File: config.mk
export PLATFORM = sky130hd
export DESIGN_NAME = sensor_frame_sync_checksum_parser_core
export DESIGN_NICKNAME = d
export VERILOG_FILES = /design/src/rtl/sfscp_pkg.sv /design/src/rtl/sensor_frame_sync_checksum_parser_core.sv /design/src/rtl/sfscp_store.sv
export SDC_FILE = /design/constraint.sdc
export NUM_CORES = 1
export LEC_CHECK = 0
export BUFFER_PORTS_ARGS = -buffer_cell sky130_fd_sc_hd__buf_4
export CAP_MARGIN = 20
export CORE_MARGIN = 3
export CORE_UTILIZATION = 35
export CTS_CLUSTER_DIAMETER = 30
export DETAILED_ROUTE_END_ITERATION = 8
export GPL_ROUTABILITY_DRIVEN = 0
export HOLD_SLACK_MARGIN = 0.06
export PLACE_DENSITY = 0.54
export REMOVE_ABC_BUFFERS = 1
export SLEW_MARGIN = 25
export SYNTH_ARGS = -nofsm -noshare
export SYNTH_HDL_FRONTEND = slang
export SYNTH_SLANG_ARGS = --single-unit
File: constraint.sdc
create_clock -name i_clk -period 3.85 [get_ports i_clk]
set_input_delay 0.77 -clock i_clk [delete_from_list [all_inputs] [get_ports i_clk]]
set_output_delay 0.77 -clock i_clk [all_outputs]
set_load 0.005 [all_outputs]
File: src/rtl/sfscp_pkg.sv
`timescale 1ns / 1ps
`default_nettype none
// ----------------------------------------------------------------------------
// sfscp_pkg
// Shared constants for the sensor frame sync and checksum parser.
// ----------------------------------------------------------------------------
package sfscp_pkg;

    localparam int FRAME_BYTES_DEF = 32;
    localparam int MAX_WORDS       = 13;

    localparam logic [7:0] HDR_BYTE0 = 8'h42;
    localparam logic [7:0] HDR_BYTE1 = 8'h4d;

    // Result status codes
    localparam logic [1:0] ST_OK      = 2'd0;
    localparam logic [1:0] ST_BAD_HDR = 2'd1;
    localparam logic [1:0] ST_BAD_LEN = 2'd2;
    localparam logic [1:0] ST_BAD_SUM = 2'd3;

    // Link synchronization phases
    localparam logic [1:0] PH_HUNT0   = 2'd0;
    localparam logic [1:0] PH_HUNT1   = 2'd1;
    localparam logic [1:0] PH_COLLECT = 2'd2;

endpackage : sfscp_pkg
`default_nettype wire

File: src/rtl/sensor_frame_sync_checksum_parser_core.sv
`timescale 1ns / 1ps
`default_nettype none
// ----------------------------------------------------------------------------
// sensor_frame_sync_checksum_parser_core
// Serial frame parser: header hunt, frame capture, length and sum check.
//
// Input stream (s_axis): one received byte per transaction. The block hunts
// for 0x42 0x4d, then stores frame bytes 2..FRAME_BYTES-1 while adding bytes
// 0..FRAME_BYTES-3 into a 16-bit running sum with a single adder.
// Output stream (m_axis): on the final frame byte a bad frame gives one error
// transaction (index 0, value 0, status, tlast). A good frame gives one
// transaction per big-endian data word from byte 4 on, tlast on the last.
// Bytes that do not close a frame are taken back to back. After the closing
// byte, an error result is valid the next cycle; each data word passes
// through S_HI (high read), S_LO (low read), S_LOAD (output load) and S_OUT
// (output handshake), since the frame store has a single read port.
// s_axis_tready is low from the closing byte until the last result is taken;
// a stalled receiver simply holds the output register and the sequencer.
// Reset (synchronous, active low) returns to the header hunt and drops any
// pending result. The frame store needs no clearing.
// ----------------------------------------------------------------------------
module sensor_frame_sync_checksum_parser_core
    import sfscp_pkg::*;
#(
    parameter int FRAME_BYTES = FRAME_BYTES_DEF
) (
    input  wire logic        i_clk,
    input  wire logic        i_rst_n,
    input  wire logic        s_axis_tvalid,
    output logic             s_axis_tready,
    input  wire logic [7:0]  s_axis_tdata,   // [7:0] rx_byte
    output logic             m_axis_tvalid,
    input  wire logic        m_axis_tready,
    output logic [23:0]      m_axis_tdata,   // [3:0] word_index, [19:4] word_value,
                                             // [21:20] status, [23:22] zero
    output logic             m_axis_tlast    // last
);

    localparam int AW     = $clog2(FRAME_BYTES);
    localparam int NW_RAW = (FRAME_BYTES - 6) / 2;
    localparam int NW     = (NW_RAW > MAX_WORDS) ? MAX_WORDS : NW_RAW;

    localparam logic [AW-1:0] LEN_IDX   = AW'(3);
    localparam logic [AW-1:0] CKH_IDX   = AW'(FRAME_BYTES - 2);
    localparam logic [AW-1:0] LAST_IDX  = AW'(FRAME_BYTES - 1);
    localparam logic [7:0]    LEN_VALUE = 8'(FRAME_BYTES - 4);
    localparam logic [3:0]    LAST_WORD = 4'(NW - 1);

    // Sequencer states
    localparam logic [2:0] S_RX   = 3'd0;
    localparam logic [2:0] S_HI   = 3'd1;
    localparam logic [2:0] S_LO   = 3'd2;
    localparam logic [2:0] S_LOAD = 3'd3;
    localparam logic [2:0] S_OUT  = 3'd4;

    logic [2:0]    r_state, n_state;
    logic [1:0]    r_phase, n_phase;
    logic [AW-1:0] r_count, n_count;
    logic [15:0]   r_sum,   n_sum;
    logic [7:0]    r_len,   n_len;
    logic [7:0]    r_ckh,   n_ckh;
    logic [7:0]    r_hi,    n_hi;
    logic [3:0]    r_word,  n_word;
    logic [3:0]    r_oidx,  n_oidx;
    logic [15:0]   r_oval,  n_oval;
    logic [1:0]    r_ost,   n_ost;
    logic          r_olast, n_olast;

    logic          w_in_acc;
    logic          w_out_acc;
    logic          w_we;
    logic [AW-1:0] w_raddr;
    logic [7:0]    w_rdata;
    logic [15:0]   w_sum_add;
    logic [1:0]    w_status;

    assign s_axis_tready = (r_state == S_RX);
    assign m_axis_tvalid = (r_state == S_OUT);
    assign m_axis_tdata  = {2'b00, r_ost, r_oval, r_oidx};
    assign m_axis_tlast  = r_olast;

    assign w_in_acc  = s_axis_tvalid && s_axis_tready;
    assign w_out_acc = m_axis_tvalid && m_axis_tready;
    assign w_we      = w_in_acc && (r_phase == PH_COLLECT);

    // Single adder: running sum while collecting
    assign w_sum_add = r_sum + {8'h00, s_axis_tdata};

    // Header bytes are placed by the hunt itself, so only length and sum can fail
    always_comb begin
        priority if (r_len != LEN_VALUE) begin
            w_status = ST_BAD_LEN;
        end else if ({r_ckh, s_axis_tdata} != r_sum) begin
            w_status = ST_BAD_SUM;
        end else begin
            w_status = ST_OK;
        end
    end

    always_comb begin
        w_raddr = AW'({r_word, 1'b0}) + AW'(4);
        if (r_state == S_LO) begin
            w_raddr = AW'({r_word, 1'b1}) + AW'(4);
        end
    end

    always_comb begin
        n_state = r_state;
        n_phase = r_phase;
        n_count = r_count;
        n_sum   = r_sum;
        n_len   = r_len;
        n_ckh   = r_ckh;
        n_hi    = r_hi;
        n_word  = r_word;
        n_oidx  = r_oidx;
        n_oval  = r_oval;
        n_ost   = r_ost;
        n_olast = r_olast;

        unique case (r_state)
            S_RX: begin
                if (w_in_acc) begin
                    unique case (r_phase)
                        PH_HUNT1: begin
                            if (s_axis_tdata == HDR_BYTE1) begin
                                n_phase = PH_COLLECT;
                                n_count = AW'(2);
                                n_sum   = 16'(HDR_BYTE0) + 16'(HDR_BYTE1);
                            end else begin
                                n_phase = PH_HUNT0;
                            end
                        end
                        PH_COLLECT: begin
                            if (r_count < CKH_IDX) begin
                                n_sum = w_sum_add;
                            end
                            if (r_count == LEN_IDX) begin
                                n_len = s_axis_tdata;
                            end
                            if (r_count == CKH_IDX) begin
                                n_ckh = s_axis_tdata;
                            end
                            n_count = r_count + AW'(1);
                            if (r_count == LAST_IDX) begin
                                // Frame closed: rearm hunting and start results
                                n_phase = PH_HUNT0;
                                n_count = '0;
                                n_word  = 4'd0;
                                if (w_status != ST_OK) begin
                                    n_oidx  = 4'd0;
                                    n_oval  = 16'h0000;
                                    n_ost   = w_status;
                                    n_olast = 1'b1;
                                    n_state = S_OUT;
                                end else begin
                                    n_state = S_HI;
                                end
                            end
                        end
                        default: begin
                            n_phase = (s_axis_tdata == HDR_BYTE0) ? PH_HUNT1 : PH_HUNT0;
                        end
                    endcase
                end
            end
            S_HI: begin
                n_state = S_LO;
            end
            S_LO: begin
                n_hi    = w_rdata;
                n_state = S_LOAD;
            end
            S_LOAD: begin
                n_oidx  = r_word;
                n_oval  = {r_hi, w_rdata};
                n_ost   = ST_OK;
                n_olast = (r_word == LAST_WORD);
                n_state = S_OUT;
            end
            S_OUT: begin
                if (w_out_acc) begin
                    if (r_olast) begin
                        n_state = S_RX;
                    end else begin
                        n_word  = r_word + 4'd1;
                        n_state = S_HI;
                    end
                end
            end
            default: begin
                n_state = S_RX;
            end
        endcase
    end

    always_ff @(posedge i_clk) begin
        if (!i_rst_n) begin
            r_state <= S_RX;
            r_phase <= PH_HUNT0;
            r_count <= '0;
            r_sum   <= 16'h0000;
            r_word  <= 4'd0;
        end else begin
            r_state <= n_state;
            r_phase <= n_phase;
            r_count <= n_count;
            r_sum   <= n_sum;
            r_word  <= n_word;
        end
    end

    always_ff @(posedge i_clk) begin
        r_len   <= n_len;
        r_ckh   <= n_ckh;
        r_hi    <= n_hi;
        r_oidx  <= n_oidx;
        r_oval  <= n_oval;
        r_ost   <= n_ost;
        r_olast <= n_olast;
    end

    sfscp_store #(
        .DEPTH (FRAME_BYTES),
        .AW    (AW)
    ) u_store (
        .i_clk   (i_clk),
        .i_we    (w_we),
        .i_waddr (r_count),
        .i_wdata (s_axis_tdata),
        .i_raddr (w_raddr),
        .o_rdata (w_rdata)
    );

    // No byte is taken while a result waits
    a_no_rx_while_out: assert property (@(posedge i_clk) disable iff (!i_rst_n)
        m_axis_tvalid |-> !s_axis_tready)
        else $error("input accepted while a result is pending");

    // An error result always closes its frame
    a_err_is_last: assert property (@(posedge i_clk) disable iff (!i_rst_n)
        (m_axis_tvalid && (m_axis_tdata[21:20] != ST_OK)) |-> m_axis_tlast)
        else $error("error result without tlast");

    // After the last result the hunt resumes at once
    a_rearm: assert property (@(posedge i_clk) disable iff (!i_rst_n)
        (m_axis_tvalid && m_axis_tready && m_axis_tlast) |=> s_axis_tready)
        else $error("input not rearmed after the last result");

    // Words of a good frame come out in order
    a_word_order: assert property (@(posedge i_clk) disable iff (!i_rst_n)
        (m_axis_tvalid && m_axis_tready && !m_axis_tlast) |=>
            (r_word == $past(r_word) + 4'd1))
        else $error("word index did not advance");

endmodule : sensor_frame_sync_checksum_parser_core
`default_nettype wire

File: src/rtl/sfscp_store.sv
`timescale 1ns / 1ps
`default_nettype none
// ----------------------------------------------------------------------------
// sfscp_store
// Frame byte store: one write port, one read port with registered data.
// ----------------------------------------------------------------------------
module sfscp_store
    import sfscp_pkg::*;
#(
    parameter int DEPTH = FRAME_BYTES_DEF,
    parameter int AW    = $clog2(FRAME_BYTES_DEF)
) (
    input  wire logic          i_clk,
    input  wire logic          i_we,
    input  wire logic [AW-1:0] i_waddr,
    input  wire logic [7:0]    i_wdata,
    input  wire logic [AW-1:0] i_raddr,
    output logic      [7:0]    o_rdata
);

    logic [7:0] r_mem [DEPTH];

    always_ff @(posedge i_clk) begin
        if (i_we) begin
            r_mem[i_waddr] <= i_wdata;
        end
        o_rdata <= r_mem[i_raddr];
    end

endmodule : sfscp_store
`default_nettype wire
== Word-level counts from Yosys, hierarchy flattened ==
Memories as Yosys holds them, arrays and structs flattened. A register that Yosys moved wholly into a read port is not among the register bits.
Cells that the tools add are included.
Cells by class
  equal/unequal tests: 23
  reduce and logical (&&, ||, !) cells: 16
  multiplexer cells: 48
  $add $sub $neg: 5
  order comparisons: 1
Operators with widths (number)
  two-way mux 16 bit: 6
  one-hot mux 16 bit (2 select lines): 2
  two-way mux 4 bit: 9
  adder 16 x 8 -> 16 bit: 1
  == test 8 x 7 -> 1 bit (second input constant): 2
  two-way mux 2 bit: 8
  != test 16 bit: 1
  one-hot mux 4 bit (2 select lines): 2
  AND reduction 4 bit: 4
  two-way mux 3 bit: 5
  two-way mux 5 bit: 3
  one-hot mux 3 bit (5 select lines): 1
  != test 2 x 1 -> 1 bit (second input constant): 7
  adder 5 x 3 -> 5 bit (second input constant): 2
  == test 5 bit (second input constant): 2
  one-hot mux 5 bit (2 select lines): 1
  AND reduction 5 bit: 2
  two-way mux 1 bit: 8
  != test 8 x 5 -> 1 bit (second input constant): 1
  one-hot mux 2 bit (2 select lines): 2
  nonzero test 2 bit: 4
  == test 3 x 2 -> 1 bit (second input constant): 2
  AND reduction 6 bit: 1
  adder 5 x 1 -> 5 bit (second input constant): 1
  13 further kinds: 16
Word-level totals
  output and inout port bits: 27
  memories: 1
  logic and storage cells: 106
  register bits after elaboration: 77
  bits in writable memories: 256
  bits of input ports: 12
Memories
  u_store.r_mem: words 32, width 8, read ports 1, clocked after memory_dff 1, wr ports 1, line sfscp_store.sv:21  | logic [7:0] r_mem [DEPTH];

== Longest topological paths before layout ==
Gate-level depths: netlist (run 1).
  depth after elaboration: 9
  gate-level depth with buffers: 8
  depth with buffers taken out: 8

== Modules after synthesis ==
From an unflattened synthesis (run 1), not the netlist that was laid out.
Second synthesis, totals
  cell total of the unflattened synthesis: 739
  area, all modules: 13713.2 um^2
Modules (own cells, without submodules)
  sfscp_store: sequential area each 7847.5 um^2, instances 1, area each 10053.4 um^2, cells an instance 417
  sensor_frame_sync_checksum_parser_core: sequential area each 2011.9 um^2, instances 1, area each 3659.8 um^2, cells an instance 322

== Least setup slack after synthesis (run 1) ==
Ideal clock, no wire load.
  kind: input to register
  start: input port s_axis_tvalid
  end: register r_olast, in the netlist m_axis_tlast, enable pin
  path buffers: 1
  slack: 758 ps
  required time: 3440 ps
  setup time: 410 ps
  cell stages on the path: 5
  arrival: 2682 ps
  path through: nor4b_2 > and2_0 > clkbuf_1 > nand2_1 > o21bai_1
On the way
  word-level cells in the longest chain between the ends: 3
RTL lines
  start: declaration: line sensor_frame_sync_checksum_parser_core.sv:29  | input wire logic s_axis_tvalid,
  logical AND 1 bit: line sensor_frame_sync_checksum_parser_core.sv:82  | assign w_in_acc = s_axis_tvalid && s_axis_tready;
  != test 2 x 1 -> 1 bit (no source line)
  AND reduction 5 bit (no source line)
  end signal: assignment: line sensor_frame_sync_checksum_parser_core.sv:220  | r_olast <= n_olast;
  end: declaration: line sensor_frame_sync_checksum_parser_core.sv:67  | logic r_olast, n_olast;
No other way between the ends.
A chain may end at the register's enable or synchronous reset.

== Final worst setup path (run 1) ==
  start: register r_state[2]
  end: register u_store.o_rdata[1] (read register of u_store.r_mem)
On the way
  word-level cells in the longest chain between the ends: 2
RTL lines
  start: declaration: line sensor_frame_sync_checksum_parser_core.sv:56  | logic [2:0] r_state, n_state;
  start signal: assignment: line sensor_frame_sync_checksum_parser_core.sv:205  | r_state <= n_state;
  == test 3 x 2 -> 1 bit: line sensor_frame_sync_checksum_parser_core.sv:102  | if (r_state == S_LO) begin
  two-way mux 5 bit: line sensor_frame_sync_checksum_parser_core.sv:102
  end: declaration: line sfscp_store.sv:18  | output logic [7:0] o_rdata
No other way between the ends.

==> results of run 1 <==
area by class of cell:
class,count,share of cell area
clock buffer,89,0.117
clock inverter,48,0.0336
inverter,14,0.00303
multi-input combinational,367,0.209
sequential,341,0.568
tap,511,0.0368
timing repair buffer,71,0.0321
path summary, 6_finish.rpt:
path	startpoint	to	slack, ns
worst max-delay path	r_state[2]	u_store.o_rdata[1]	0.98
worst min-delay path	u_store.o_rdata[2]	r_hi[2]	0.42
worst max register to register	r_state[2]	u_store.o_rdata[1]	0.98
worst min register to register	u_store.o_rdata[2]	r_hi[2]	0.42
cell families (layout without fill, tap and decap cells):
group | count (synthesis) | in the layout | share of synthesized area
flops | 341 | 341 | 0.720
simple gates | 179 | 179 | 0.0690
mux | 90 | 90 | 0.140
compound gates | 60 | 60 | 0.0269
buf+inv | 47 | 222 | 0.0157
fa+ha+maj | 19 | 19 | 0.0179
xor+xnor | 17 | 17 | 0.0109
other cells | 1 | 2 | 0.000274
routing by layer:
metal	track usage	wire, um	part of all wire	up-vias
met3	0.0291	1170	0.038	65
met1	0.221	14600	0.48	3732
li1	-	-	-	3281
met2	0.227	14100	0.46	175
met4	0.0511	705	0.023	0
met5	0	0	0	-
flip-flops by register name, summed over array words and instances, names as in the netlist:
name,cells
u_store.r_mem,256
r_oval,16
r_sum,16
r_ckh,8
r_hi,8
r_len,8
u_store.o_rdata,8
r_count,5
r_oidx,4
r_word,4
r_state,3
r_ost,2
r_phase,2
m_axis_tlast,1
layout by cell type, fill, tap and decap left out, types with 7 or more instances in the layout:
cell / synthesis / layout
mux4_2: 80 / 80
mux2_2: 9 / 9
a21oi_1: 17 / 17
clkbuf_8: 0 / 8
bufinv_16: 0 / 10
nand3_1: 10 / 10
clkinv_2: 0 / 13
and3_1: 7 / 7
buf_4: 3 / 69
nor3_1: 9 / 9
ha_1: 18 / 18
and2_1: 23 / 23
inv_1: 13 / 13
nand2_1: 26 / 26
clkinvlp_4: 0 / 7
o21ai_0: 16 / 16
xnor2_1: 12 / 12
dfxtp_1: 38 / 37
nand4_1: 8 / 8
edfxtp_1: 303 / 303
nor2_1: 55 / 55
clkbuf_16: 0 / 76
critical path: stages, from the launching register on:
cell,delay (ns)
dfxtp_1,0.41
nor3b_2,0.29
buf_4,0.17
buf_12,0.30
mux4_2,0.62
mux4_2,0.59
mux2_2,0.31
power groups by stage:
stage	Sequential [mW]	Clock, mW	Combinational (mW)
floorplan	4.10	0	0.0203
finish	4.03	6.45	0.0984
detailed placement	4.09	0	0.101
CTS	4.03	6.57	0.101
global placement	4.09	0	0.0987
global route	4.02	6.75	0.109
==> flow_metrics.env, run 1 <==
export IMPL_outcome="finished, final reports clean"
export IMPL_numPortBuffers=36
export IMPL_clk_latency_ns=0.57
export IMPL_report_final_hold_viol_count=0
export IMPL_critical_path_peak_fanout=43
export IMPL_pre_cts_ws_ns=0.599
export IMPL_placed_area_um2=14700
export IMPL_ys_seq_area_frac=0.720
export IMPL_grt_pass1_wl_um=47000
export IMPL_end_kind="flop"
export IMPL_start_kind="flop"
export IMPL_fillers=3257
export IMPL_dieHeight_um=204
export IMPL_r2r_cells=6
export IMPL_combPwrFrac=0.009
export IMPL_grt_overflow=0
export IMPL_cts_tree="built"
export IMPL_coreArea_um2=38100
export IMPL_worstSetupPathType="reg -> reg"
export IMPL_powerDensity_nw_per_um2=609
export IMPL_maxCapViolations=0
export IMPL_finish_instance_area_um2=17400
export IMPL_grt_total_usage=0.151
export IMPL_clockRootBuffer="clkbuf_16"
export IMPL_maxSlewViolCount=0
export IMPL_netSwitchingFraction=0.197
export IMPL_antenna_found_initial=0
export IMPL_die_area_um2=41600
export IMPL_post_route_util=0.456
export IMPL_rsz0062_at_grt="false"
export IMPL_firstDrtPassIters=5
export IMPL_rows=71
export IMPL_numCtsBuffers=74
export IMPL_cts_setup_buffers=0
export IMPL_multi_input_area_um2=3640
export IMPL_hold_slack_ns=0.417
export IMPL_area_growth_pct=26.7
export IMPL_p_seq_frac=0.381
export IMPL_setup_tns_ns=0
export IMPL_timing_final_crit_share=0.745
export IMPL_synth_top_area_share=0.664
export IMPL_p_sw_mw=2.09
export IMPL_clock_power_share=0.610
export IMPL_relSlewSlack=0.354
export IMPL_routed_wl_um=30600
export IMPL_leakage_nw=5.79
export IMPL_ys_warn_count=0
export IMPL_clock_skew_ns=0.0269
export IMPL_clk_pin_slew_ns=0.04
export IMPL_synth_common_cells="edfxtp_1 (303), mux4_2 (80), nor2_1 (55), dfxtp_1 (38), nand2_1 (26)"
export IMPL_synth_most_common_cell="edfxtp_1"
export IMPL_cp_data_arrival_time_ns=3.29
export IMPL_pin_count=39
export IMPL_synth_flop_cell="edfxtp_1"
export IMPL_drive_above_1_share=0.322
export IMPL_synthTopCellsByArea="edfxtp_1 (66%), mux4_2 (13%), dfxtp_1 (5.6%), ha_1 (1.6%), nor2_1 (1.5%)"
export IMPL_cts_num_sinks=341
export IMPL_drc=0
export IMPL_die_x_um=204
export IMPL_cts_resized=0
export IMPL_cp_required_ns=4.27
export IMPL_seqCellArea_um2=9860
export IMPL_power_mw=10.6
export IMPL_finalSetupViolCount=0
export IMPL_yosys_area_top_type="edfxtp_1"
export IMPL_num_vias=7253
export IMPL_htreeDepth=3
export IMPL_clk_path_buf_depth=3
export IMPL_tightest_slew_ns=0.969
export IMPL_synthCells=754
export IMPL_wl_per_cell_um=21.2
export IMPL_placed_cells=1304
export IMPL_irDropWorstVdd_uv=330
export IMPL_grt_pass1_vias=7529
export IMPL_start_util=0.359
export IMPL_dp_hpwl_um=18700
export IMPL_hp_class="reg -> reg"
export IMPL_drtIter0Drc=534
export IMPL_p_int_mw=8.49
export IMPL_syn_area_per_cell_um2=18.2
export IMPL_synthesis_area_um2=13700
export IMPL_fmax_mhz=349
export IMPL_grt_max_degree=44
export IMPL_vias_per_cell=5.03
export IMPL_n_antenna_cell=0
export IMPL_min_period_ns=2.87
export IMPL_async_flop_share=0
export IMPL_synth_edf_count=303
export IMPL_hold_depth=0
export IMPL_layout_cells_non_filler=1441
export IMPL_setup_ws_ns=0.984
export IMPL_synth_cell_types=56
export IMPL_ctsHoldBuffers=0
export IMPL_nets=900
export IMPL_ant_nets=0
export IMPL_ys_ff_latch=341
Note: power is estimated with default switching activity, not from simulation.
==> inputs of run 2 (changes only) <==
--- a/config.mk
+++ b/config.mk
@@ -13,7 +13,7 @@
 export DETAILED_ROUTE_END_ITERATION = 8
 export GPL_ROUTABILITY_DRIVEN = 0
 export HOLD_SLACK_MARGIN = 0.06
-export PLACE_DENSITY = 0.54
+export PLACE_DENSITY = 0.56
 export REMOVE_ABC_BUFFERS = 1
 export SLEW_MARGIN = 25
 export SYNTH_ARGS = -nofsm -noshare
==> constraint.sdc (replaced) <==
create_clock -name i_clk -period 2.4 [get_ports i_clk]
set_input_delay 0.48 -clock i_clk [delete_from_list [all_inputs] [get_ports i_clk]]
set_output_delay 0.48 -clock i_clk [all_outputs]
set_load 0.005 [all_outputs]
==> flow_metrics.env, run 2 (synthesized netlist as in run 1, its figures left out) <==
export IMPL_htreeDepth=3
export IMPL_largest_register_ffs=256
export IMPL_combPwrFrac=0.010
export IMPL_r2r_cells=7
export IMPL_antenna_found_initial=0
export IMPL_numPortBuffers=36
export IMPL_rsz0062_at_grt="true"
export IMPL_drtIter0Drc=359
export IMPL_p_sw_mw=3.08
export IMPL_layout_cells_non_filler=1497
export IMPL_die_x_um=204
export IMPL_regMostFlops="u_store.r_mem"
export IMPL_p_seq_frac=0.400
export IMPL_finalSetupViolCount=8
export IMPL_finish_instance_area_um2=17800
export IMPL_clockRootBuffer="clkbuf_16"
export IMPL_clk_path_buf_depth=3
export IMPL_clock_power_share=0.589
export IMPL_grt_overflow=0
export IMPL_netSwitchingFraction=0.191
export IMPL_nets=963
export IMPL_ant_nets=0
export IMPL_cp_data_arrival_time_ns=2.89
export IMPL_ff2ff_setup_slack_ns=-0.06
export IMPL_p_int_mw=13.1
export IMPL_start_kind="flop"
export IMPL_maxSlewViolCount=0
export IMPL_largestRegisters="u_store.r_mem: 256 flops, r_oval: 16 flops, r_sum: 16 flops"
export IMPL_grt_max_degree=37
export IMPL_wl_per_cell_um=20.7
export IMPL_cts_num_sinks=341
export IMPL_powerDensity_nw_per_um2=907
export IMPL_slowest_stage="mux4_2"
export IMPL_crit_path_end="u_store.o_rdata[2]"
export IMPL_clk_pin_slew_ns=0.05
export IMPL_final_common_cell="edfxtp_1"
export IMPL_placed_cells=1364
export IMPL_hp_class="in -> reg"
export IMPL_mostFrequentLayoutCells="edfxtp_1 (303), buf_4 (124), mux4_2 (80)"
export IMPL_num_vias=7443
export IMPL_path_cells="nor3b_4 -> buf_4 -> buf_16 -> buf_12 -> mux4_2 -> mux4_2 -> mux2_2"
export IMPL_pre_cts_ws_ns=-0.166
export IMPL_coreArea_um2=38100
export IMPL_rows=71
export IMPL_pin_count=39
export IMPL_setup_tns_ns=-0.280
export IMPL_dp_hpwl_um=19400
export IMPL_cp_required_ns=2.83
export IMPL_reg2reg_to="u_store.o_rdata[2]"
export IMPL_min_period_ns=2.46
export IMPL_worstSetupPathType="reg -> reg"
export IMPL_grt_pass1_vias=7808
export IMPL_start_util=0.359
export IMPL_timing_rr_start="r_state[2]"
export IMPL_critical_path_peak_fanout=6
export IMPL_placed_area_um2=15300
export IMPL_area_growth_pct=30.0
export IMPL_crit_start="r_state[2]"
export IMPL_critical_path_max_stage_delay_ns=0.54
export IMPL_grt_pass1_wl_um=47300
export IMPL_failed_checks="setup timing"
export IMPL_n_antenna_cell=0
export IMPL_fmax_mhz=407
export IMPL_grt_total_usage=0.152
export IMPL_timing_final_crit_share=1.02
export IMPL_outcome="finished, violations left"
export IMPL_report_final_hold_viol_count=0
export IMPL_cts_tree="built"
export IMPL_irDropWorstVdd_uv=484
export IMPL_leakage_nw=6.08
export IMPL_drive_above_1_share=0.356
export IMPL_clk_latency_ns=0.55
export IMPL_end_kind="flop"
export IMPL_dieHeight_um=204
export IMPL_die_area_um2=41600
export IMPL_vias_per_cell=4.97
export IMPL_setup_ws_ns=-0.0593
export IMPL_crit_top_cell="mux4_2"
export IMPL_routed_wl_um=30900
export IMPL_numCtsBuffers=68
export IMPL_maxCapViolations=0
export IMPL_firstDrtPassIters=4
export IMPL_clock_skew_ns=0.0229
export IMPL_drc=0
[run 2: area by class of cell]
| cell class | count | area [um2] |
|---|---|---|
| clock inverters | 38 | 478 |
| inverters | 14 | 52.6 |
| flip-flops and latches | 341 | 9860 |
| repair buffers | 140 | 1250 |
| clock buffers | 86 | 1870 |
| multi-input cells | 367 | 3650 |
| fillers | 3208 | 20300 |
| well taps | 511 | 639 |
[run 2: power by group through the flow]
stage	combinational (mW)	sequential (mW)	clock, mW
after floorplan	0.0326	6.57	0
after global placement	0.166	6.57	0
after detailed placement	0.170	6.57	0
after CTS	0.170	6.46	9.68
after global routing	0.184	6.45	9.96
final	0.168	6.46	9.52
[run 2: stage by stage]
stage | hold slack, ns | utilization | power, mW
final | 0.265 | 0.467 | 16.1
after global routing | 0.255 | 0.467 | 16.6
after CTS | 0.244 | 0.467 | 16.3
after detailed placement | 0.437 | 0.402 | 6.74
after global placement | 0.432 | 0.402 | 6.73
after floorplan | 0.400 | - | 6.60
[run 2: worst max-delay path, delay by kind of cell, from the launching register on]
kind / cells / cell delay, ns
AND/OR/NAND/NOR: 1 / 0.22
buffers and inverters: 3 / 0.45
flip-flops: 1 / 0.32
multiplexers: 3 / 1.35
[run 2: worst min-delay path by stage]
stage	slack, ns	cells past startpoint	to	start
6_report	0.26	2	r_state[2]	i_rst_n
4_1_cts	0.24	2	r_state[2]	i_rst_n
5_1_grt	0.26	2	r_state[2]	i_rst_n
2_1_floorplan	0.40	0	r_hi[0]	u_store.o_rdata[0]
3_3_place_gp	0.43	0	r_hi[0]	u_store.o_rdata[0]
3_5_place_dp	0.44	0	r_hi[0]	u_store.o_rdata[0]
[run 2: timing repair]
item	in CTS	in global routing
buffers inserted	7	1
endpoints found under the setup margin	8	12
cloned	2	0
hold buffers	0	0
resized for setup	10	4
pin swaps	1	1
[run 2: layer usage]
| metal | global-route usage | routed length, um |
|---|---|---|
| met3 | 0.0339 | 1400 |
| met4 | 0.0428 | 569 |
| met2 | 0.245 | 15000 |
| met1 | 0.209 | 14000 |
| met5 | 0 | 0 |
